`src/sv/kftl_pkg.sv`:
```
// shared types and constants for the keyframe timeline player
// no dependencies; imported by every module of the block
package kftl_pkg;

  localparam logic [1:0] OP_LOAD   = 2'd0;
  localparam logic [1:0] OP_START  = 2'd1;
  localparam logic [1:0] OP_TICK   = 2'd2;
  localparam logic [1:0] OP_RESYNC = 2'd3;

  localparam logic [1:0] REG_ENTRY_COUNT = 2'd0;
  localparam logic [1:0] REG_TOTAL_TICKS = 2'd1;
  localparam logic [1:0] REG_FRAME_COUNT = 2'd2;

  // shown frame marker: bit 8 set means nothing on screen
  localparam logic [8:0] NO_FRAME = 9'h100;

  localparam int QDEPTH = 2;
  localparam int QPTR_W = 1;

  // a running sum of at most 256 durations of 255 ticks fits 16 bits
  localparam int SUM_W = 16;

  typedef struct packed {
    logic [1:0] op;
    logic [7:0] idx;
    logic [7:0] frame;
    logic [7:0] ticks;
    logic       load_bad;
  } cmd_t;

endpackage

```
`src/sv/kftl_front.sv`:
```
// input stage: takes stream beats, drops loads beyond the store, judges load validity
// depends on kftl_pkg
module kftl_front #(
  parameter int MAX_ENTRIES = 192
) (
  input  logic              clk,
  input  logic              rst,
  input  logic              in_valid,
  output logic              in_ready,
  input  logic [1:0]        in_op,
  input  logic [7:0]        in_idx,
  input  logic [7:0]        in_frame,
  input  logic [7:0]        in_ticks,
  input  logic [8:0]        frame_count,
  output logic              cmd_valid,
  input  logic              cmd_ready,
  output kftl_pkg::cmd_t    cmd
);
  import kftl_pkg::*;

  logic keep;
  cmd_t cmd_next;

  assign in_ready  = !cmd_valid || cmd_ready;

  always_comb begin
    cmd_next.op       = in_op;
    cmd_next.idx      = in_idx;
    cmd_next.frame    = in_frame;
    cmd_next.ticks    = in_ticks;
    cmd_next.load_bad = (in_ticks == 8'd0) || ({1'b0, in_frame} >= frame_count);
    // loads beyond the store have no effect at all
    keep = (in_op != OP_LOAD) || ({1'b0, in_idx} < 9'(MAX_ENTRIES));
  end

  always_ff @(posedge clk) begin
    if (rst) begin
      cmd_valid <= 1'b0;
    end else if (in_ready) begin
      cmd_valid <= in_valid && keep;
    end
  end

  always_ff @(posedge clk) begin
    if (in_ready && in_valid) begin
      cmd <= cmd_next;
    end
  end

endmodule

```
`src/sv/kftl_queue.sv`:
```
// short command queue between the input stage and the sequencer
// depends on kftl_pkg
module kftl_queue (
  input  logic           clk,
  input  logic           rst,
  input  logic           push_valid,
  output logic           push_ready,
  input  kftl_pkg::cmd_t push_cmd,
  output logic           pop_valid,
  input  logic           pop_ready,
  output kftl_pkg::cmd_t pop_cmd
);
  import kftl_pkg::*;

  cmd_t              slots [QDEPTH];
  logic [QPTR_W-1:0] wr_ptr;
  logic [QPTR_W-1:0] rd_ptr;
  logic [QPTR_W:0]   count;
  logic              do_push;
  logic              do_pop;

  assign push_ready = (count != (QPTR_W+1)'(QDEPTH));
  assign pop_valid  = (count != '0);
  assign pop_cmd    = slots[rd_ptr];
  assign do_push    = push_valid && push_ready;
  assign do_pop     = pop_valid && pop_ready;

  always_ff @(posedge clk) begin
    if (rst) begin
      wr_ptr <= '0;
      rd_ptr <= '0;
      count  <= '0;
    end else begin
      if (do_push) wr_ptr <= wr_ptr + 1'b1;
      if (do_pop) rd_ptr <= rd_ptr + 1'b1;
      if (do_push && !do_pop) count <= count + 1'b1;
      else if (do_pop && !do_push) count <= count - 1'b1;
    end
  end

  always_ff @(posedge clk) begin
    if (do_push) begin
      slots[wr_ptr] <= push_cmd;
    end
  end

endmodule

```
`src/sv/kftl_back.sv`:
```
// sequencer: timeline store, tick counter, entry walk and result register
// depends on kftl_pkg
module kftl_back #(
  parameter int MAX_ENTRIES = 192
) (
  input  logic           clk,
  input  logic           rst,
  input  logic           cmd_valid,
  output logic           cmd_ready,
  input  kftl_pkg::cmd_t cmd,
  input  logic [7:0]     entry_count,
  input  logic [15:0]    total_ticks,
  output logic           out_valid,
  input  logic           out_ready,
  output logic [7:0]     out_frame,
  output logic [15:0]    out_tick
);
  import kftl_pkg::*;

  localparam int IDX_W = (MAX_ENTRIES > 1) ? $clog2(MAX_ENTRIES) : 1;

  localparam logic ST_IDLE = 1'b0;
  localparam logic ST_WALK = 1'b1;

  logic [15:0]      mem [MAX_ENTRIES];
  logic [15:0]      rd_data;
  logic [IDX_W-1:0] rd_addr;

  logic             state;
  logic [IDX_W-1:0] idx;
  logic [SUM_W-1:0] sum;
  logic [15:0]      tick_counter;
  logic [8:0]       shown_frame;
  logic             timeline_bad;
  logic             running;
  logic             emit_always;

  logic             dispatch;
  logic [IDX_W-1:0] last_idx;
  logic             start_ok;
  logic [16:0]      tick_inc;
  logic [15:0]      tick_next;
  logic [SUM_W-1:0] sum_next;
  logic             walk_done;

  assign cmd_ready = (state == ST_IDLE) && !out_valid;
  assign dispatch  = cmd_valid && cmd_ready;

  always_comb begin
    if (entry_count == 8'd0) begin
      last_idx = '0;
    end else if ({1'b0, entry_count} > 9'(MAX_ENTRIES)) begin
      last_idx = IDX_W'(MAX_ENTRIES - 1);
    end else begin
      last_idx = IDX_W'(entry_count - 8'd1);
    end
    start_ok  = !timeline_bad && (entry_count != 8'd0) &&
                ({1'b0, entry_count} <= 9'(MAX_ENTRIES)) && (total_ticks != 16'd0);
    tick_inc  = {1'b0, tick_counter} + 17'd1;
    tick_next = (tick_inc >= {1'b0, total_ticks}) ? 16'd0 : tick_inc[15:0];
    sum_next  = sum + SUM_W'(rd_data[15:8]);
    walk_done = (tick_counter < sum_next) || (idx == last_idx);
    // the walk prefetches the following entry; entry zero is fetched when idle
    rd_addr   = (state == ST_WALK) ? idx + 1'b1 : '0;
  end

  always_ff @(posedge clk) begin
    if (dispatch && cmd.op == OP_LOAD) begin
      mem[cmd.idx[IDX_W-1:0]] <= {cmd.ticks, cmd.frame};
    end
    rd_data <= mem[rd_addr];
  end

  always_ff @(posedge clk) begin
    if (rst) begin
      state        <= ST_IDLE;
      tick_counter <= '0;
      shown_frame  <= NO_FRAME;
      timeline_bad <= 1'b0;
      running      <= 1'b0;
      out_valid    <= 1'b0;
    end else begin
      if (out_valid && out_ready) out_valid <= 1'b0;
      unique case (state)
        ST_IDLE: begin
          if (dispatch) begin
            case (cmd.op)
              OP_LOAD: begin
                timeline_bad <= cmd.load_bad || (timeline_bad && cmd.idx != 8'd0);
              end
              OP_START: begin
                shown_frame <= NO_FRAME;
                running     <= start_ok;
                if (start_ok) begin
                  tick_counter <= '0;
                  state        <= ST_WALK;
                end
              end
              OP_TICK: begin
                if (running) begin
                  if (shown_frame == NO_FRAME) begin
                    // resync: show the current frame again without advancing
                  end else begin
                    tick_counter <= tick_next;
                  end
                  state <= ST_WALK;
                end
              end
              default: begin
                shown_frame <= NO_FRAME;
              end
            endcase
          end
        end
        ST_WALK: begin
          if (walk_done) begin
            state <= ST_IDLE;
            if (emit_always || {1'b0, rd_data[7:0]} != shown_frame) begin
              out_valid   <= 1'b1;
              shown_frame <= {1'b0, rd_data[7:0]};
            end
          end
        end
        default: state <= ST_IDLE;
      endcase
    end
  end

  always_ff @(posedge clk) begin
    if (state == ST_IDLE) begin
      idx         <= '0;
      sum         <= '0;
      emit_always <= (cmd.op == OP_START) || (shown_frame == NO_FRAME);
    end else begin
      idx <= idx + 1'b1;
      sum <= sum_next;
    end
    if (state == ST_WALK && walk_done) begin
      out_frame <= rd_data[7:0];
      out_tick  <= tick_counter;
    end
  end

  a_walk_no_pending: assert property (@(posedge clk) disable iff (rst)
    (state == ST_WALK) |-> !out_valid)
    else $error("walk running while a result is pending");

  a_walk_in_range: assert property (@(posedge clk) disable iff (rst)
    (state == ST_WALK) |-> (idx <= last_idx))
    else $error("walk passed the last entry in use");

  a_shown_matches: assert property (@(posedge clk) disable iff (rst)
    $rose(out_valid) |-> (shown_frame == {1'b0, out_frame}))
    else $error("emitted frame differs from shown frame");

  a_walk_needs_run: assert property (@(posedge clk) disable iff (rst)
    (state == ST_WALK) |-> running)
    else $error("walk while not running");

endmodule

```
`src/sv/keyframe_timeline_player_core.sv`:
```
// top level of the keyframe timeline player: apb registers, input stage, queue, sequencer
// depends on kftl_pkg, kftl_front, kftl_queue and kftl_back
// path: a beat is registered in the input stage and queued; a start or tick taken by the sequencer
// walks k entries (1 up to entry_count), then registers any result; loads write the store
// throughput: a walking start or tick holds the sequencer through its walk and, if it emits, until
// the result is taken; loads, resyncs and ignored items go at one per cycle while nothing holds it
// reset: synchronous; registers read 1, not running, no frame shown, store contents undefined
module keyframe_timeline_player_core #(
  parameter int MAX_ENTRIES = 192
) (
  input  logic        clk,
  input  logic        rst,
  // input stream
  input  logic        s_tvalid,
  output logic        s_tready,
  input  logic [23:0] s_tdata,   // entry_index[7:0], entry_frame[15:8], entry_ticks[23:16]
  input  logic [1:0]  s_tuser,   // op[1:0]
  // result stream
  output logic        m_tvalid,
  input  logic        m_tready,
  output logic [23:0] m_tdata,   // frame[7:0], tick_position[23:8]
  // register port
  input  logic        psel,
  input  logic        penable,
  input  logic        pwrite,
  input  logic [3:0]  paddr,
  input  logic [31:0] pwdata,
  output logic [31:0] prdata,
  output logic        pready
);
  import kftl_pkg::*;

  logic [7:0]  entry_count;
  logic [15:0] total_ticks;
  logic [8:0]  frame_count;
  logic        reg_wr;

  logic        f_valid;
  logic        f_ready;
  cmd_t        f_cmd;
  logic        q_valid;
  logic        q_ready;
  cmd_t        q_cmd;
  logic [7:0]  out_frame;
  logic [15:0] out_tick;

  // register file, written on the access phase of an apb write
  assign pready = 1'b1;
  assign reg_wr = psel && penable && pwrite && pready;

  always_ff @(posedge clk) begin
    if (rst) begin
      entry_count <= 8'd1;
      total_ticks <= 16'd1;
      frame_count <= 9'd1;
    end else if (reg_wr) begin
      case (paddr[3:2])
        REG_ENTRY_COUNT: entry_count <= pwdata[7:0];
        REG_TOTAL_TICKS: total_ticks <= pwdata[15:0];
        REG_FRAME_COUNT: frame_count <= pwdata[8:0];
        default: ;
      endcase
    end
  end

  always_comb begin
    case (paddr[3:2])
      REG_ENTRY_COUNT: prdata = {24'd0, entry_count};
      REG_TOTAL_TICKS: prdata = {16'd0, total_ticks};
      REG_FRAME_COUNT: prdata = {23'd0, frame_count};
      default:         prdata = 32'd0;
    endcase
  end

  // input stage: classifies each beat and judges load validity up front
  kftl_front #(.MAX_ENTRIES(MAX_ENTRIES)) u_front (
    .clk         (clk),
    .rst         (rst),
    .in_valid    (s_tvalid),
    .in_ready    (s_tready),
    .in_op       (s_tuser),
    .in_idx      (s_tdata[7:0]),
    .in_frame    (s_tdata[15:8]),
    .in_ticks    (s_tdata[23:16]),
    .frame_count (frame_count),
    .cmd_valid   (f_valid),
    .cmd_ready   (f_ready),
    .cmd         (f_cmd)
  );

  // decouples intake from the walk so beats keep arriving, until the queue fills, while a result waits
  kftl_queue u_queue (
    .clk        (clk),
    .rst        (rst),
    .push_valid (f_valid),
    .push_ready (f_ready),
    .push_cmd   (f_cmd),
    .pop_valid  (q_valid),
    .pop_ready  (q_ready),
    .pop_cmd    (q_cmd)
  );

  // sequencer: one command at a time, walking the timeline one entry per cycle
  kftl_back #(.MAX_ENTRIES(MAX_ENTRIES)) u_back (
    .clk         (clk),
    .rst         (rst),
    .cmd_valid   (q_valid),
    .cmd_ready   (q_ready),
    .cmd         (q_cmd),
    .entry_count (entry_count),
    .total_ticks (total_ticks),
    .out_valid   (m_tvalid),
    .out_ready   (m_tready),
    .out_frame   (out_frame),
    .out_tick    (out_tick)
  );

  assign m_tdata = {out_tick, out_frame};

endmodule
```
`config.mk`:
```
export PLATFORM = sky130hd
export DESIGN_NAME = keyframe_timeline_player_core
export DESIGN_NICKNAME = d
export VERILOG_FILES = /design/src/sv/kftl_pkg.sv /design/src/sv/kftl_front.sv /design/src/sv/kftl_queue.sv /design/src/sv/kftl_back.sv /design/src/sv/keyframe_timeline_player_core.sv
export SDC_FILE = /design/constraint.sdc
export NUM_CORES = 2
export LEC_CHECK = 0
export ABC_CLOCK_PERIOD_IN_PS = 7500
export BUFFER_PORTS_ARGS = -buffer_cell sky130_fd_sc_hd__buf_4
export CELL_PAD_IN_SITES_DETAIL_PLACEMENT = 1
export CELL_PAD_IN_SITES_GLOBAL_PLACEMENT = 1
export CORE_AREA = 4 4 478 480
export CTS_CLUSTER_SIZE = 14
export DETAILED_ROUTE_END_ITERATION = 7
export DIE_AREA = 0 0 482 484
export PLACE_DENSITY_LB_ADDON = 0.2
export SYNTH_ARGS = -nofsm -noshare
export SYNTH_HDL_FRONTEND = slang
export SYNTH_SLANG_ARGS = --single-unit
```
`constraint.sdc`:
```
create_clock -name clk -period 7.5 [get_ports clk]
set_input_delay 0.75 -clock clk [delete_from_list [all_inputs] [get_ports clk]]
set_output_delay 0.75 -clock clk [all_outputs]
set_load 0.01 [all_outputs]
```
After elaboration in Yosys (flattened, before gate mapping) --
Memory sizes are Yosys's and may differ from the RTL's. A register that Yosys moved wholly into a read port is not among the register bits. Cells that the tools add are included. Widths: inputs -> output; s select.
Word-level totals: bits in read-only memories 0, memory bits (writable) 3126, memories kept 2, output and inout port bits 59, latch bits 0, flip-flop bits (word level) 143, bits of input ports 69
Memory list:
- u_back.mem | depth 192, bits a word 16, rd ports 1, clocked after Yosys merged registers in 1, wr ports 1, line kftl_back.sv:25 | logic [15:0] mem [MAX_ENTRIES];
- u_queue.slots | depth 2, bits a word 27, rd ports 1, clocked after Yosys merged registers in 1, wr ports 1, line kftl_queue.sv:15 | cmd_t slots [QDEPTH];
Cells by class: order comparisons 6, mux-type cells 32, add/sub/neg operators 8, multiply operators 0, reduce and logical (&&, ||, !) cells 47, equal/unequal tests 15, shift-type cells 0, bitwise gates (word level) 1, divide/modulo/power cells 0
Operator list (count):
- $mux 16 | 4
- $pmux 16 s3 | 1
- $mux 9 | 4
- $pmux 16 s2 | 1
- $mux 8 | 3
- $pmux 9 s2 | 1
- $add 16x1->17 const B | 1
- $ge 17x16->1 | 1
- $add 16x8->16 | 1
- $logic_and 1x1->1 | 16
- $logic_not 8->1 | 2
- $lt 16x16->1 | 1
- $reduce_bool 16->1 | 1
- $reduce_bool 8->1 | 2
- $mux 1 | 14
- $ne 2x2->1 const B | 5
- $eq 9x9->1 const B | 1
- $ge 8x9->1 | 1
- $ne 8x9->1 | 1
- $add 8x1->8 const B | 1
- $eq 8x8->1 | 1
- $gt 8x8->1 const B | 1
- $le 8x8->1 const B | 1
- $lt 8x8->1 const B | 1
- 19 further kinds | 43

Logic depth before layout (Yosys ltp) --
word-level depth 8, depth in mapped cells 19

Cells and area by module --
From an unflattened synthesis, not the netlist that was laid out.
Second synthesis, totals: cell total of the unflattened synthesis 7395, area, all modules 127680.0 µm²
By module, submodules not included:
- kftl_back | sequential area each 94380.5 µm², cells each 7040, area each 122691.4 µm², instances 1
- kftl_queue | sequential area each 1721.7 µm², cells each 108, area each 2168.3 µm², instances 1
- keyframe_timeline_player_core | sequential area each 660.6 µm², cells each 183, area each 1740.4 µm², instances 1
- kftl_front | sequential area each 830.8 µm², cells each 64, area each 1079.8 µm², instances 1

Worst setup path before layout --
No wires, ideal clock.
kind reg2reg, start reg u_back.sum[0], end reg u_back.out_frame[0], enable pin, cell stages (with the launch flop) 18, library setup time 0.405 ns, path buffers 0, setup slack 3.033 ns, data arrival time 4.062 ns, cells stage by stage dfxtp_1 -> ha_1 -> inv_1 -> fa_1 -> nor2b_1 -> o21ai_0 -> a21oi_1 -> o21ai_0 -> a21oi_1 -> o211ai_1 -> xor2_1 -> ha_1 -> a21o_1 -> a21oi_1 -> o21ai_0 -> a21oi_1 -> a31oi_4 -> nor2_1
On the way: longest elaborated chain between the ends 4
RTL lines:
- from (decl) | line kftl_back.sv:31 | logic [SUM_W-1:0] sum;
- from (signal assigned) | line kftl_back.sv:136 | sum <= sum_next;
- $add 16x8->16 | line kftl_back.sv:61 | sum_next = sum + SUM_W'(rd_data[15:8]);
- $lt 16x16->1 | line kftl_back.sv:62 | walk_done = (tick_counter < sum_next) || (idx == last_idx);
- $logic_or 1x1->1 | line kftl_back.sv:62
- $logic_and 1x1->1 | line kftl_back.sv:138 | if (state == ST_WALK && walk_done) begin
- to (signal assigned) | line kftl_back.sv:139 | out_frame <= rd_data[7:0];
- to (decl) | line kftl_back.sv:15 | output logic [7:0] out_frame,
Every way passes these cells. A chain may end at the register's enable or synchronous reset.

Final worst setup path --
start reg u_back.idx[0], end reg u_back.rd_data[15] (read register of u_back.mem)
On the way: longest elaborated chain between the ends 2
RTL lines:
- from (decl) | line kftl_back.sv:30 | logic [IDX_W-1:0] idx;
- from (signal assigned) | line kftl_back.sv:135 | idx <= idx + 1'b1;
- $add 8x1->8 | line kftl_back.sv:64 | rd_addr = (state == ST_WALK) ? idx + 1'b1 : '0;
- $mux 8 | line kftl_back.sv:64
- to (decl) | line kftl_back.sv:26 | logic [15:0] rd_data;
Every way passes these cells.

==> qor.csv <==
stage,metric,value,unit
status,status,finished clean,
timing,hold_slack,64.9,ps
routing,drt_iter0_drc,11093,
cts,cts-root-buf,clkbuf_16,
global_routing,grt_usage,33.4,%
synth,synth_cells,7969,
setup_path,max_stage_delay,840,ps
setup_path,crit_type,flip-flop to flip-flop,
setup_path,required,8340,ps
routing,final_antenna_net_count,0,
setup_path,critical_path_arrival,6770,ps
cts,insertion_delay,1000,ps
routing,vias,79582,
global_routing,grt_pass1_vias,82781,
placement,portBuffers,92,
cells_and_area,layout.cells.non_filler,11401,
worst_hold_path,hold_end,total_ticks[14],
pwr,p_total,41600,uW
routing,wl_per_cell,34.5,um
die,rows,174,
setup_path,crit_fanout,105,
cts,numCtsBuffers,343,
cells_and_area,final_layout_size_suffix_gt1_share,15.0,%
cts,cts_hold_buf,26,
synth,ys_ff_latch,3286,
timing,hold_violations,0,
cts,cts_tree,done,
die,die-area,233000,um2
setup_path,r2r_setup_slack,1570,ps
timing,setup_viol,0,
synth,netlist_area,129000,um2
setup_path,rr_startpoint,u_back.idx[0],
placement,post-place-cells,10762,
die,die_h,484,um
run,maxCapViolations,0,
synth,synth_top_flop_cell,edfxtp_1,
die,pin_count,128,
routing,drc,0,
cts,cts.repair.resized,0,
placement,hpwlAfterDp,223,mm
global_routing,antenna_found_initial,19,
placement,gp_congestion,0.860,
timing,relSlewSlack,15.0,%
cts,clock_sinks,3286,
cells_and_area,syn_to_final_growth,11.9,%
cts,postCtsSetupBuffers,0,
global_routing,grt-ovfl-total,0,
synth,synth.avg_cell_area,16.2,um2
die,dieWidth,482,um
routing,wl,393,mm
synth,ys_seq_area_share,75.5,%
global_routing,grt_max_degree,161,
global_routing,grt_pass1_wl,571,mm
timing,max_freq,169,MHz
timing,setup-tns-final,0,ps
setup_path,r2r_cells,11,
setup_path,critPathSlowestCell,dfxtp_4,
cells_and_area,fin_area,145000,um2
timing,fin_skew,95.5,ps
setup_path,worstReg2RegEnd,u_back.rd_data[15],
routing,avgViaCountPerCell,6.98,
setup_path,cp-end-kind,flip-flop,
cells_and_area,layout.nets,8266,
die,core,224000,um2
worst_hold_path,hold_path.class,input port to flip-flop,
synth,ys_warn_count,0,
pwr,total_leakage_power,0.0456,uW
worst_hold_path,min_path_cells,3,
setup_path,start_kind,flip-flop,
setup_path,worstPathCellList,ha_1 > xor2_4 > nand2_8 > inv_16 > buf_12 > o221ai_1 > a21oi_1 > nor3_1 > o21ai_0 > nand4_1 > nor4b_2,
timing,worst_pin_slew,1270,ps
placement,placed_area,134000,um2
cts,h-tree-depth,5,
timing,rsz0062_at_grt,no,
timing,fin_crit_sh,79.0,%
routing,dr.pass1.iters,6,
worst_hold_path,hp-start,pwdata[14],
pwr,power.density,287,nW/um2
synth,synth_edf_count,3178,
synth,synth_cell_type_count,98,
cts,clk_pin_slew,60,ps
cts,clockBufferDepth,4,
die,initial_core_util,57.7,%
timing,min_period,5930,ps
synth,synth-async-reset-ratio,0,%
timing,drv_slew,0,
pwr,vdd_drop_max,0.267,mV
## worst max path at each step
stage,start,endpoint,slack [ps],cells after the start
4_1_cts,u_back.idx[0],u_back.rd_data[15],1770,11
6_report,u_back.idx[0],u_back.rd_data[15],1570,11
3_5_place_dp,u_back.idx[0],u_back.rd_data[15],1960,11
5_1_grt,u_back.idx[0],u_back.rd_data[15],1440,11
3_3_place_gp,u_back.idx[0],u_back.rd_data[15],2180,11
2_1_floorplan,u_back.sum[0],u_back.out_frame[0],3030,17
## routing by layer
metal  vias to the layer above  routed length [um]  global-route usage [%]
met1                     41328              143000                    44.7
met3                       946               39000                    7.02
li1                      32478                   -                       -
met5                         -                  70                       0
met4                        10               21000                    16.2
met2                      4820              190000                    52.9
## registers in the layout (all words and copies together) (netlist names), named ones only
| name | cells |
|---|---|
| u_back.mem | 3072 |
| u_queue.slots | 54 |
| u_front.cmd | 27 |
| total_ticks | 16 |
| u_back.out_tick | 16 |
| u_back.rd_data | 16 |
| u_back.sum | 16 |
| u_back.tick_counter | 16 |
| frame_count | 9 |
| u_back.shown_frame | 9 |
| entry_count | 8 |
| u_back.idx | 8 |
| u_back.out_frame | 8 |
| u_queue.count | 2 |
| u_back.emit_always | 1 |
| u_back.out_valid | 1 |
| u_back.running | 1 |
| u_back.state | 1 |
| u_back.timeline_bad | 1 |
| u_front.cmd_valid | 1 |
| u_queue.rd_ptr | 1 |
| u_queue.wr_ptr | 1 |
## report_power, final
part | total, uW | leakage [uW] | internal [uW] | switching, uW
combinational | 3410 | 0.0110 | 560 | 2850
clock | 16300 | 0.00519 | 9410 | 6930
sequential | 21800 | 0.0295 | 21700 | 86.1
## through the flow
| stage | utilization (%) | worst slack (ps) |
|---|---|---|
| 4_1_cts | 64.5 | 1770 |
| 2_1_floorplan | - | 3030 |
| 3_5_place_dp | 59.6 | 1960 |
| 6_report | 64.5 | 1570 |
| 5_1_grt | 64.5 | 1440 |
| 3_3_place_gp | 59.6 | 2180 |
## cells in the mapped netlist (7+ instances only)
master / instances / share of area, %
and3_1: 103 / 0.50
nor2_1: 342 / 0.99
a211oi_1: 133 / 0.77
nand2b_1: 12 / 0.058
nand3_1: 329 / 1.3
buf_1: 24 / 0.070
clkbuf_1: 290 / 0.84
buf_4: 85 / 0.49
o311ai_0: 7 / 0.047
nor4_1: 22 / 0.11
a21bo_1: 8 / 0.062
buf_6: 20 / 0.17
o221ai_1: 505 / 3.4
inv_1: 53 / 0.15
o22ai_1: 197 / 0.95
o31ai_1: 21 / 0.12
a21oi_1: 304 / 1.2
o21ai_0: 248 / 0.96
o32a_1: 15 / 0.12
ha_1: 55 / 0.53
nor3_1: 96 / 0.37
nand3b_1: 17 / 0.099
o211ai_1: 9 / 0.052
and2_1: 16 / 0.077
a2111oi_0: 27 / 0.18
a21o_1: 16 / 0.093
a32oi_1: 8 / 0.054
mux2_2: 106 / 0.92
buf_2: 196 / 0.76
xnor2_1: 24 / 0.16
xor2_1: 27 / 0.18
edfxtp_1: 3178 / 74
nand4_1: 32 / 0.15
or3_1: 29 / 0.14
a211o_1: 45 / 0.30
dfxtp_1: 108 / 1.7
mux4_2: 214 / 3.7
nor4b_2: 12 / 0.14
a311oi_1: 24 / 0.16
a22oi_1: 58 / 0.34
nand2_1: 628 / 1.8
nor2b_1: 39 / 0.19
a31oi_1: 148 / 0.72
mux2i_1: 38 / 0.29
o32ai_1: 11 / 0.075
## cell usage in the layout (no fill, tap or decap), types with 21 or more instances in the layout
cell / n
a2111oi_0: 27
a211o_1: 45
a211oi_1: 133
a21oi_1: 304
a22oi_1: 58
a311oi_1: 24
a31oi_1: 148
and3_1: 103
buf_4: 381
bufinv_16: 24
clkbuf_1: 69
clkbuf_16: 352
clkinv_1: 66
clkinv_2: 66
dfxtp_1: 105
dlygate4sd3_1: 26
edfxtp_1: 3178
ha_1: 55
inv_1: 53
mux2_2: 90
mux2i_1: 37
mux4_2: 214
nand2_1: 615
nand3_1: 328
nand4_1: 32
nor2_1: 337
nor2b_1: 39
nor3_1: 95
nor4_1: 22
o21ai_0: 247
o221ai_1: 505
o22ai_1: 197
o31ai_1: 21
or3_1: 28
xnor2_1: 23
xor2_1: 27
## cells by family (layout without fill, tap and decap cells)
kind of cell	Yosys count	after routing	synth area share (%)
xor gates and xnor gates	52	52	0.367
DFF	3286	3286	75.5
buffers and inverters	675	1084	2.51
and+or+nand+nor	1704	1704	6.13
adders and majority gates	56	56	0.548
other	2	33	0.00581
muxes	359	359	4.96
AOI/OAI and AO/OA	1835	1835	10.0
## cell type report
cell class                 instances  area, um2
antenna                           16       40.0
clock buffer                     424       9110
clock inverter                   173       1470
fill                           19419      79600
inverter                          60        256
multi-input combinational       4023      28900
sequential                      3286      97600
tap                             2992       3740
timing repair buffer             427       3520
## worst max-delay path: cells and delay by family (launching register included)
| kind | cells | cell delay (ps) |
|---|---|---|
| xor+xnor | 1 | 420 |
| compound gates | 3 | 1150 |
| flops | 1 | 840 |
| buf+inv | 2 | 1100 |
| simple gates | 4 | 1540 |
| fa+ha+maj | 1 | 460 |
(Power assumes the default switching activity.)
